`config.mk`:
```
export PLATFORM = sky130hd
export DESIGN_NAME = crossing_number_minutiae_detector_top
export DESIGN_NICKNAME = d
export VERILOG_FILES = /design/src/rtl/cnmd_pkg.sv /design/src/rtl/crossing_number_minutiae_detector_top.sv /design/src/rtl/cnmd_csr.sv /design/src/rtl/cnmd_line_ram.sv /design/src/rtl/cnmd_classify.sv /design/src/rtl/cnmd_rsp_fifo.sv
export SDC_FILE = /design/constraint.sdc
export NUM_CORES = 2
export LEC_CHECK = 0
export ABC_AREA = 1
export BUFFER_PORTS_ARGS = -buffer_cell sky130_fd_sc_hd__buf_2
export CELL_PAD_IN_SITES_DETAIL_PLACEMENT = 1
export CELL_PAD_IN_SITES_GLOBAL_PLACEMENT = 2
export CORE_MARGIN = 4
export CORE_UTILIZATION = 38
export CTS_BUF_LIST = sky130_fd_sc_hd__clkbuf_4 sky130_fd_sc_hd__clkbuf_8 sky130_fd_sc_hd__clkbuf_16
export CTS_CLUSTER_SIZE = 12
export DETAILED_ROUTE_END_ITERATION = 10
export GPL_TIMING_DRIVEN = 1
export PLACE_DENSITY_LB_ADDON = 0.08
export SLEW_MARGIN = 30
export SYNTH_ARGS = -nofsm -noshare
export SYNTH_HDL_FRONTEND = slang
export SYNTH_SLANG_ARGS = --single-unit
```
`constraint.sdc`:
```
create_clock -name clock -period 28.7 [get_ports clock]
set_input_delay 4.305 -clock clock [delete_from_list [all_inputs] [get_ports clock]]
set_output_delay 4.305 -clock clock [all_outputs]
set_load 0.01 [all_outputs]
```
`src/rtl/cnmd_pkg.sv`:
```
package cnmd_pkg;

   // Largest supported image; the line memory holds one entry per column.
   localparam int MAX_WIDTH  = 1024;
   localparam int MAX_HEIGHT = 4096;
   localparam int MIN_SIZE   = 3;

   localparam int COL_W  = $clog2(MAX_WIDTH);
   localparam int ROW_W  = $clog2(MAX_HEIGHT);
   localparam int WID_W  = 11;
   localparam int HGT_W  = 13;
   localparam int CNT_W  = 3;
   localparam int PIX_W  = 8;
   localparam int DATA_W = 32;
   localparam int ADDR_W = 3;

   // Result queue depth and its pointer and count widths.
   localparam int FIFO_DEPTH = 4;
   localparam int FPTR_W     = $clog2(FIFO_DEPTH);
   localparam int FCNT_W     = FPTR_W + 1;

   // Register indexes, taken from the word address bit.
   localparam logic REG_WIDTH  = 1'b0;
   localparam logic REG_HEIGHT = 1'b1;

   localparam logic [WID_W-1:0] WIDTH_RESET  = WID_W'(256);
   localparam logic [HGT_W-1:0] HEIGHT_RESET = HGT_W'(256);

   typedef enum logic [1:0] {
      KIND_NONE        = 2'd0,
      KIND_UNKNOWN     = 2'd1,
      KIND_ENDPOINT    = 2'd2,
      KIND_BIFURCATION = 2'd3
   } kind_type;

   // Effective (clamped) frame size.
   typedef struct packed {
      logic [WID_W-1:0] width;
      logic [HGT_W-1:0] height;
   } cfg_type;

   // Position and flags of an item on its way from the counters to the classifier.
   typedef struct packed {
      logic [COL_W-1:0] col;
      logic [ROW_W-1:0] center_row;
      logic [COL_W-1:0] center_col;
      logic             emit;
      logic             last;
      logic             cur;
   } pos_type;

   typedef struct packed {
      logic [ROW_W-1:0] center_row;
      logic [COL_W-1:0] center_col;
      logic [CNT_W-1:0] crossing_count;
      kind_type         minutia_kind;
      logic             center_is_ridge;
      logic             frame_last;
   } rsp_type;

endpackage

```
`src/rtl/crossing_number_minutiae_detector_top.sv`:
```
// Channel   Direction  Handshake            Payload
// req       in         req_valid/req_ready  req_pixel_value
// rsp       out        rsp_valid/rsp_ready  rsp_center_row, rsp_center_col,
//                                           rsp_crossing_count, rsp_minutia_kind,
//                                           rsp_center_is_ridge, rsp_frame_last
// csr       in/out     APB psel/penable     image_width at 0x0, image_height at 0x4
//
// One pixel item is accepted per cycle while req_ready is high; its result passes the
// second stage register and the result queue before it shows on the rsp channel.
// The line memory has a separate read port and write port. The read for one pixel and
// the write back of the previous pixel can therefore share a cycle.
// After reset, a clearing pass writes zero to all 1024 line memory entries, one per
// cycle; req_ready stays low until the pass is done.
// A four-entry result queue decouples the sides; req_ready drops during the clearing
// pass and when the queue and the item in flight could fill it.
module crossing_number_minutiae_detector_top import cnmd_pkg::*; (
   input  logic              clock,
   input  logic              reset,
   input  logic              req_valid,
   output logic              req_ready,
   input  logic [PIX_W-1:0]  req_pixel_value,
   output logic              rsp_valid,
   input  logic              rsp_ready,
   output logic [ROW_W-1:0]  rsp_center_row,
   output logic [COL_W-1:0]  rsp_center_col,
   output logic [CNT_W-1:0]  rsp_crossing_count,
   output logic [1:0]        rsp_minutia_kind,
   output logic              rsp_center_is_ridge,
   output logic              rsp_frame_last,
   input  logic              csr_psel,
   input  logic              csr_penable,
   input  logic              csr_pwrite,
   input  logic [ADDR_W-1:0] csr_paddr,
   input  logic [DATA_W-1:0] csr_pwdata,
   output logic [DATA_W-1:0] csr_prdata,
   output logic              csr_pready
);

   cfg_type cfg;

   cnmd_csr u_csr (
      .clock       (clock),
      .reset       (reset),
      .csr_psel    (csr_psel),
      .csr_penable (csr_penable),
      .csr_pwrite  (csr_pwrite),
      .csr_paddr   (csr_paddr),
      .csr_pwdata  (csr_pwdata),
      .csr_prdata  (csr_prdata),
      .csr_pready  (csr_pready),
      .cfg         (cfg)
   );

   // Clearing pass over the line memory after reset.
   logic             clr_busy_ff;
   logic [COL_W-1:0] clr_addr_ff;

   always_ff @(posedge clock) begin
      if (reset) begin
         clr_busy_ff <= 1'b1;
         clr_addr_ff <= '0;
      end else if (clr_busy_ff) begin
         clr_addr_ff <= clr_addr_ff + 1'b1;
         if (clr_addr_ff == COL_W'(MAX_WIDTH - 1)) begin
            clr_busy_ff <= 1'b0;
         end
      end
   end

   // Raster position of the arriving pixel.
   logic [COL_W-1:0] col_ff;
   logic [ROW_W-1:0] row_ff;
   logic [COL_W-1:0] col_cur;
   logic [ROW_W:0]   row_pre;
   logic [ROW_W-1:0] row_cur;
   logic [COL_W:0]   col_inc;
   logic [ROW_W:0]   row_inc;
   logic [COL_W-1:0] col_in;
   logic [ROW_W-1:0] row_in;
   logic             accept;
   pos_type          pos;

   assign accept = req_valid && req_ready;

   always_comb begin
      // A counter left beyond a newly written size wraps before use.
      if (WID_W'(col_ff) >= cfg.width) begin
         col_cur = '0;
         row_pre = (ROW_W + 1)'(row_ff) + 1'b1;
      end else begin
         col_cur = col_ff;
         row_pre = (ROW_W + 1)'(row_ff);
      end
      row_cur = (HGT_W'(row_pre) >= cfg.height) ? '0 : row_pre[ROW_W-1:0];

      col_inc = (COL_W + 1)'(col_cur) + 1'b1;
      row_inc = (ROW_W + 1)'(row_cur) + 1'b1;
      if (WID_W'(col_inc) >= cfg.width) begin
         col_in = '0;
         row_in = (HGT_W'(row_inc) >= cfg.height) ? '0 : row_inc[ROW_W-1:0];
      end else begin
         col_in = col_inc[COL_W-1:0];
         row_in = row_cur;
      end

      pos.col        = col_cur;
      pos.center_row = row_cur - 1'b1;
      pos.center_col = col_cur - 1'b1;
      pos.emit       = (row_cur >= ROW_W'(2)) && (col_cur >= COL_W'(2));
      pos.last       = (HGT_W'(row_cur) == cfg.height - 1'b1) &&
                       (WID_W'(col_cur) == cfg.width - 1'b1);
      pos.cur        = (req_pixel_value != '0);
   end

   always_ff @(posedge clock) begin
      if (reset) begin
         col_ff <= '0;
         row_ff <= '0;
      end else if (accept) begin
         col_ff <= col_in;
         row_ff <= row_in;
      end
   end

   // Second stage: memory data is back, window and write back happen here.
   logic    s1_valid_ff;
   pos_type s1_pos_ff;

   always_ff @(posedge clock) begin
      if (reset) begin
         s1_valid_ff <= 1'b0;
      end else begin
         s1_valid_ff <= accept;
      end
   end

   always_ff @(posedge clock) begin
      if (accept) begin
         s1_pos_ff <= pos;
      end
   end

   // Consecutive items always differ in column (the width is at least three), so the
   // write back of one item never meets the read of the next at the same entry.
   logic [1:0]       line_data;
   logic             mem_wr_en;
   logic [COL_W-1:0] mem_wr_addr;
   logic [1:0]       mem_wr_data;

   assign mem_wr_en   = clr_busy_ff || s1_valid_ff;
   assign mem_wr_addr = clr_busy_ff ? clr_addr_ff : s1_pos_ff.col;
   assign mem_wr_data = clr_busy_ff ? 2'b00 : {line_data[0], s1_pos_ff.cur};

   cnmd_line_ram u_line_ram (
      .clock   (clock),
      .rd_en   (accept),
      .rd_addr (col_cur),
      .rd_data (line_data),
      .wr_en   (mem_wr_en),
      .wr_addr (mem_wr_addr),
      .wr_data (mem_wr_data)
   );

   logic    push;
   rsp_type push_data;

   cnmd_classify u_classify (
      .clock     (clock),
      .reset     (reset),
      .s1_valid  (s1_valid_ff),
      .s1_pos    (s1_pos_ff),
      .line_data (line_data),
      .push      (push),
      .push_data (push_data)
   );

   rsp_type           head;
   logic [FCNT_W-1:0] fifo_count;
   logic              pop;

   assign pop = rsp_valid && rsp_ready;

   cnmd_rsp_fifo u_rsp_fifo (
      .clock     (clock),
      .reset     (reset),
      .push      (push),
      .push_data (push_data),
      .pop       (pop),
      .not_empty (rsp_valid),
      .head      (head),
      .count     (fifo_count)
   );

   // The item in the second stage may still push, so it holds a queue slot.
   assign req_ready = !clr_busy_ff &&
                      ((fifo_count + FCNT_W'(s1_valid_ff)) < FCNT_W'(FIFO_DEPTH));

   assign rsp_center_row      = head.center_row;
   assign rsp_center_col      = head.center_col;
   assign rsp_crossing_count  = head.crossing_count;
   assign rsp_minutia_kind    = head.minutia_kind;
   assign rsp_center_is_ridge = head.center_is_ridge;
   assign rsp_frame_last      = head.frame_last;

endmodule

```
`src/rtl/cnmd_csr.sv`:
```
module cnmd_csr import cnmd_pkg::*; (
   input  logic              clock,
   input  logic              reset,
   input  logic              csr_psel,
   input  logic              csr_penable,
   input  logic              csr_pwrite,
   input  logic [ADDR_W-1:0] csr_paddr,
   input  logic [DATA_W-1:0] csr_pwdata,
   output logic [DATA_W-1:0] csr_prdata,
   output logic              csr_pready,
   output cfg_type           cfg
);

   logic [WID_W-1:0] width_ff;
   logic [HGT_W-1:0] height_ff;
   logic             wr_en;

   assign wr_en      = csr_psel && csr_penable && csr_pwrite;
   assign csr_pready = 1'b1;

   always_ff @(posedge clock) begin
      if (reset) begin
         width_ff  <= WIDTH_RESET;
         height_ff <= HEIGHT_RESET;
      end else if (wr_en) begin
         case (csr_paddr[2])
            REG_WIDTH:  width_ff  <= csr_pwdata[WID_W-1:0];
            REG_HEIGHT: height_ff <= csr_pwdata[HGT_W-1:0];
            default:    width_ff  <= width_ff;
         endcase
      end
   end

   always_comb begin
      case (csr_paddr[2])
         REG_WIDTH:  csr_prdata = DATA_W'(width_ff);
         REG_HEIGHT: csr_prdata = DATA_W'(height_ff);
         default:    csr_prdata = '0;
      endcase
   end

   // Out-of-range sizes are saturated to the supported range.
   always_comb begin
      if (width_ff < WID_W'(MIN_SIZE)) begin
         cfg.width = WID_W'(MIN_SIZE);
      end else if (width_ff > WID_W'(MAX_WIDTH)) begin
         cfg.width = WID_W'(MAX_WIDTH);
      end else begin
         cfg.width = width_ff;
      end
      if (height_ff < HGT_W'(MIN_SIZE)) begin
         cfg.height = HGT_W'(MIN_SIZE);
      end else if (height_ff > HGT_W'(MAX_HEIGHT)) begin
         cfg.height = HGT_W'(MAX_HEIGHT);
      end else begin
         cfg.height = height_ff;
      end
   end

endmodule

```
`src/rtl/cnmd_line_ram.sv`:
```
module cnmd_line_ram import cnmd_pkg::*; (
   input  logic             clock,
   input  logic             rd_en,
   input  logic [COL_W-1:0] rd_addr,
   output logic [1:0]       rd_data,
   input  logic             wr_en,
   input  logic [COL_W-1:0] wr_addr,
   input  logic [1:0]       wr_data
);

   // Bit 1 holds the pixel two rows up, bit 0 the pixel one row up.
   logic [1:0] mem_ff [MAX_WIDTH];

   always_ff @(posedge clock) begin
      if (wr_en) begin
         mem_ff[wr_addr] <= wr_data;
      end
   end

   always_ff @(posedge clock) begin
      if (rd_en) begin
         rd_data <= mem_ff[rd_addr];
      end
   end

endmodule

```
`src/rtl/cnmd_classify.sv`:
```
module cnmd_classify import cnmd_pkg::*; (
   input  logic       clock,
   input  logic       reset,
   input  logic       s1_valid,
   input  pos_type    s1_pos,
   input  logic [1:0] line_data,
   output logic       push,
   output rsp_type    push_data
);

   logic [8:0] window_ff;
   logic [8:0] window_in;
   logic [7:0] ring;
   logic [7:0] diff;
   logic [3:0] sum;
   logic [CNT_W-1:0] cn;
   logic       centre;

   // Columns move left; the new column is {cur, middle, upper} from bottom to top.
   assign window_in = ((window_ff >> 1) & 9'h0DB) | {s1_pos.cur, 2'b00, line_data[0], 2'b00,
                      line_data[1], 2'b00};

   always_ff @(posedge clock) begin
      if (reset) begin
         window_ff <= '0;
      end else if (s1_valid) begin
         window_ff <= window_in;
      end
   end

   // The eight neighbors in ring order, starting at the top left.
   assign ring = {window_in[3], window_in[6], window_in[7], window_in[8],
                  window_in[5], window_in[2], window_in[1], window_in[0]};
   assign diff = ring ^ {ring[6:0], ring[7]};

   always_comb begin
      sum = '0;
      for (int k = 0; k < 8; k++) begin
         sum = sum + 4'(diff[k]);
      end
   end

   assign centre = window_in[4];
   assign cn     = centre ? sum[3:1] : '0;

   always_comb begin
      push_data.center_row      = s1_pos.center_row;
      push_data.center_col      = s1_pos.center_col;
      push_data.crossing_count  = cn;
      push_data.center_is_ridge = centre;
      push_data.frame_last      = s1_pos.last;
      case (cn)
         3'd0:    push_data.minutia_kind = KIND_UNKNOWN;
         3'd1:    push_data.minutia_kind = KIND_ENDPOINT;
         3'd3:    push_data.minutia_kind = KIND_BIFURCATION;
         default: push_data.minutia_kind = KIND_NONE;
      endcase
   end

   assign push = s1_valid && s1_pos.emit;

endmodule

```
`src/rtl/cnmd_rsp_fifo.sv`:
```
module cnmd_rsp_fifo import cnmd_pkg::*; (
   input  logic              clock,
   input  logic              reset,
   input  logic              push,
   input  rsp_type           push_data,
   input  logic              pop,
   output logic              not_empty,
   output rsp_type           head,
   output logic [FCNT_W-1:0] count
);

   rsp_type             slot_ff [FIFO_DEPTH];
   logic [FPTR_W-1:0]   wr_ptr_ff;
   logic [FPTR_W-1:0]   rd_ptr_ff;
   logic [FCNT_W-1:0]   count_ff;

   always_ff @(posedge clock) begin
      if (push) begin
         slot_ff[wr_ptr_ff] <= push_data;
      end
   end

   always_ff @(posedge clock) begin
      if (reset) begin
         wr_ptr_ff <= '0;
         rd_ptr_ff <= '0;
         count_ff  <= '0;
      end else begin
         if (push) begin
            wr_ptr_ff <= wr_ptr_ff + 1'b1;
         end
         if (pop) begin
            rd_ptr_ff <= rd_ptr_ff + 1'b1;
         end
         count_ff <= count_ff + FCNT_W'(push) - FCNT_W'(pop);
      end
   end

   assign not_empty = (count_ff != '0);
   assign head      = slot_ff[rd_ptr_ff];
   assign count     = count_ff;

endmodule

```
==> reports/metrics.yaml <==
sta:
  tightest_slew_ns: 1.12
  setup_slack_ns: 19.32
  rsz0062_at_grt: "false"
  hold_violations: 0
  fmax_mhz: 107
  final_max_slew_viol_count: 0
  max_slew_margin: 0.253
  finalClockSkew_ns: 0.0281
  finalCritPeriodShare: 0.327
  finalSetupViolCount: 0
  min_period_ns: 9.38
global_routing:
  grt_pass1_wl_mm: 508
  grt_max_degree: 197
  grt_overflow: 0
  antenna_found_initial: 22
  grt_pass1_vias: 77731
  track_usage: 0.245
clock_tree:
  cts_tree: "done"
  cts.sinks: 2274
  postCtsSetupBuffers: 0
  post_cts_resized: 0
  cts_buffer_depth: 4
  htreeDepth: 5
  cts_made_buffers: 271
  clkLatencyLatePin_ns: 0.88
  cts.clk_slew.worst_paths_ns: 0.05
  cts-root-buf: "clkbuf_16"
  cts.hold.buffers_added: 0
logic_synthesis:
  synth-edff-count: 2201
  synth_ff_type: "edfxtp_1"
  synth_cell_types: 57
  synth_seq_area_share: 0.654
  yosys-top-cells-area: "edfxtp_1 (64%), nor2_1 (8.1%), nand2_1 (7.3%)"
  async_reset_ff_frac: 0
  synthCells: 10460
  synth_top_area_cell: "edfxtp_1"
  synth_top_area_share: 0.640
  synth-seq-cells: 2274
  yosysMostFrequentCell: "nor2_1"
  netlist_top_cells_count: "nor2_1 (2238), edfxtp_1 (2201), nand2_1 (2010)"
  yosys_warnings: 0
  avgSynthCellArea_sq_um: 9.87
  synthesis.area_sq_um: 103000
cells_and_area:
  n_fill_cell: 29991
  syn_to_final_growth_pct: 11.5
  instances_no_fill: 14049
  drive_above_1_share: 0.0730
  fin_nets: 10406
  fin_area_sq_um: 115000
floorplanning:
  core.rowCount: 191
  initial_utilization: 0.381
  core_sq_um: 271000
  ioPinCount: 114
  dieWidth_um: 529
  die_h_um: 529
  design.die.area_sq_um: 280000
placement:
  dp_cells: 13580
  gp_congestion: 0.786
  placed_area_sq_um: 107000
  dp_hpwl_mm: 194
  port_buffers: 72
  place_ws_ns: 19.30
worst_setup_path:
  crit_type: "primary input to output pin"
  rr_endpoint: "row_ff[9]"
  critPathArrivalTime_ns: 5.07
  required_ns: 24.40
  worst_setup_path_end_kind: "output pin"
  cp-start-kind: "primary input"
  critPathMaxFanout: 23
  ff2ff_path_depth: 42
  crit-reg2reg-launch: "u_csr.width_ff[10]"
  r2r_setup_slack_ns: 19.47
  crit_path_start: "csr_paddr[2]"
hold_path:
  hp-class: "register to register"
  min_to: "u_rsp_fifo.rd_ptr_ff[1]"
  min-delay-start: "u_rsp_fifo.rd_ptr_ff[1]"
  min_path_cells: 2
run_status:
  status: "finished clean"
power:
  power_density_nw_per_um2: 61.0
  ir_worst_vdd_v: 0.0000459
  p_leak_nw: 42.0
drt:
  vias: 73761
  wl_per_cell_um: 24.7
  drcViolationCount: 0
  drt_wl_total_mm: 347
  drtPass1Iterations: 8
  vias_per_cell: 5.25
  final_antenna_net_count: 0
  detail_route.iter0.violations: 5706
job:
  cap_violations: 0
## report_power, final
part           leakage, nW  switching, mW  total, mW  internal, mW
Combinational         21.3          0.136      0.186        0.0500
Clock                 4.11           1.36       3.24          1.89
Sequential            16.6        0.00455       3.59          3.59
Total                 42.0           1.50       7.02          5.53
## worst max-delay path by stage
| stage | endpoint | slack [ns] | cells after the start |
|---|---|---|---|
| floorplan | u_line_ram.mem_ff[0][1] | -0.54 | 3 |
| global placement | csr_prdata[1] | 19.27 | 4 |
| detailed placement | csr_prdata[1] | 19.30 | 4 |
| CTS | csr_prdata[1] | 19.30 | 4 |
| global route | row_ff[11] | 18.52 | 42 |
| finish | csr_prdata[1] | 19.32 | 4 |
## routing by layer
| layer | vias to the layer above | global-route usage | share of wire |
|---|---|---|---|
| li1 | 34390 | - | - |
| met1 | 37453 | 0.325 | 0.44 |
| met2 | 1521 | 0.429 | 0.49 |
| met3 | 397 | 0.0272 | 0.045 |
| met4 | 0 | 0.0602 | 0.024 |
| met5 | - | 0 | 0 |
## placed cells by master (no fill, tap or decap), drive strengths merged, types with 111 or more instances in the layout
cell type     n
a21oi       212
buf         245
clkbuf      342
clkinv      111
edfxtp     2201
inv        1053
nand2      2011
nand3       650
nand4       154
nor2       2251
o211ai      171
o21ai       703
## through the flow
step,TNS (ns),power (mW),hold slack (ns),utilization
2_1_floorplan,-1101.03,3.77,0.436,-
3_3_place_gp,0,3.85,0.449,0.394
3_5_place_dp,0,3.85,0.470,0.395
4_1_cts,0,7.11,0.480,0.425
5_1_grt,0,7.27,0.499,0.425
6_report,0,7.02,0.476,0.425
## cell families after synthesis
group,count (synthesis),share of synthesized area
adder cells (fa/ha/maj),71,0.00889
other,2,0.0000727
XOR/XNOR,62,0.00548
flip-flops,2274,0.654
buffers and inverters,1762,0.0693
AO/OA/AOI/OAI,1144,0.0606
AND/OR/NAND/NOR,5145,0.202
## flip-flops by register name (all words and copies together) (netlist names), named ones only
register              cells
u_rsp_fifo.count          3
clr_addr_ff              10
clr_busy_ff               1
u_rsp_fifo.rd_ptr_ff      2
u_rsp_fifo.slot_ff      116
u_classify.window_ff      6
u_rsp_fifo.wr_ptr_ff      2
u_line_ram.mem_ff      2048
col_ff                   10
s1_valid_ff               1
s1_pos_ff                35
u_line_ram.rd_data        2
u_csr.width_ff           11
row_ff                   12
u_csr.height_ff          13
## cell type report
cell class / count / area, sq um / share of cell area
Sequential cell: 2274 / 67600 / 0.587
Multi-Input combinational cell: 6442 / 29000 / 0.252
Clock buffer: 342 / 7470 / 0.0649
Tap cell: 3570 / 4470 / 0.0388
Inverter: 1051 / 3970 / 0.0345
Timing Repair Buffer: 245 / 1930 / 0.0168
Clock inverter: 123 / 744 / 0.00647
Antenna cell: 2 / 5.00 / 0.0000435
## worst max-delay path, stage by stage
cell,delay [ns]
buf_2,0.32
inv_1,0.14
o21ai_0,0.15
buf_2,0.15
No activity file was read; power rests on OpenSTA's default activity.
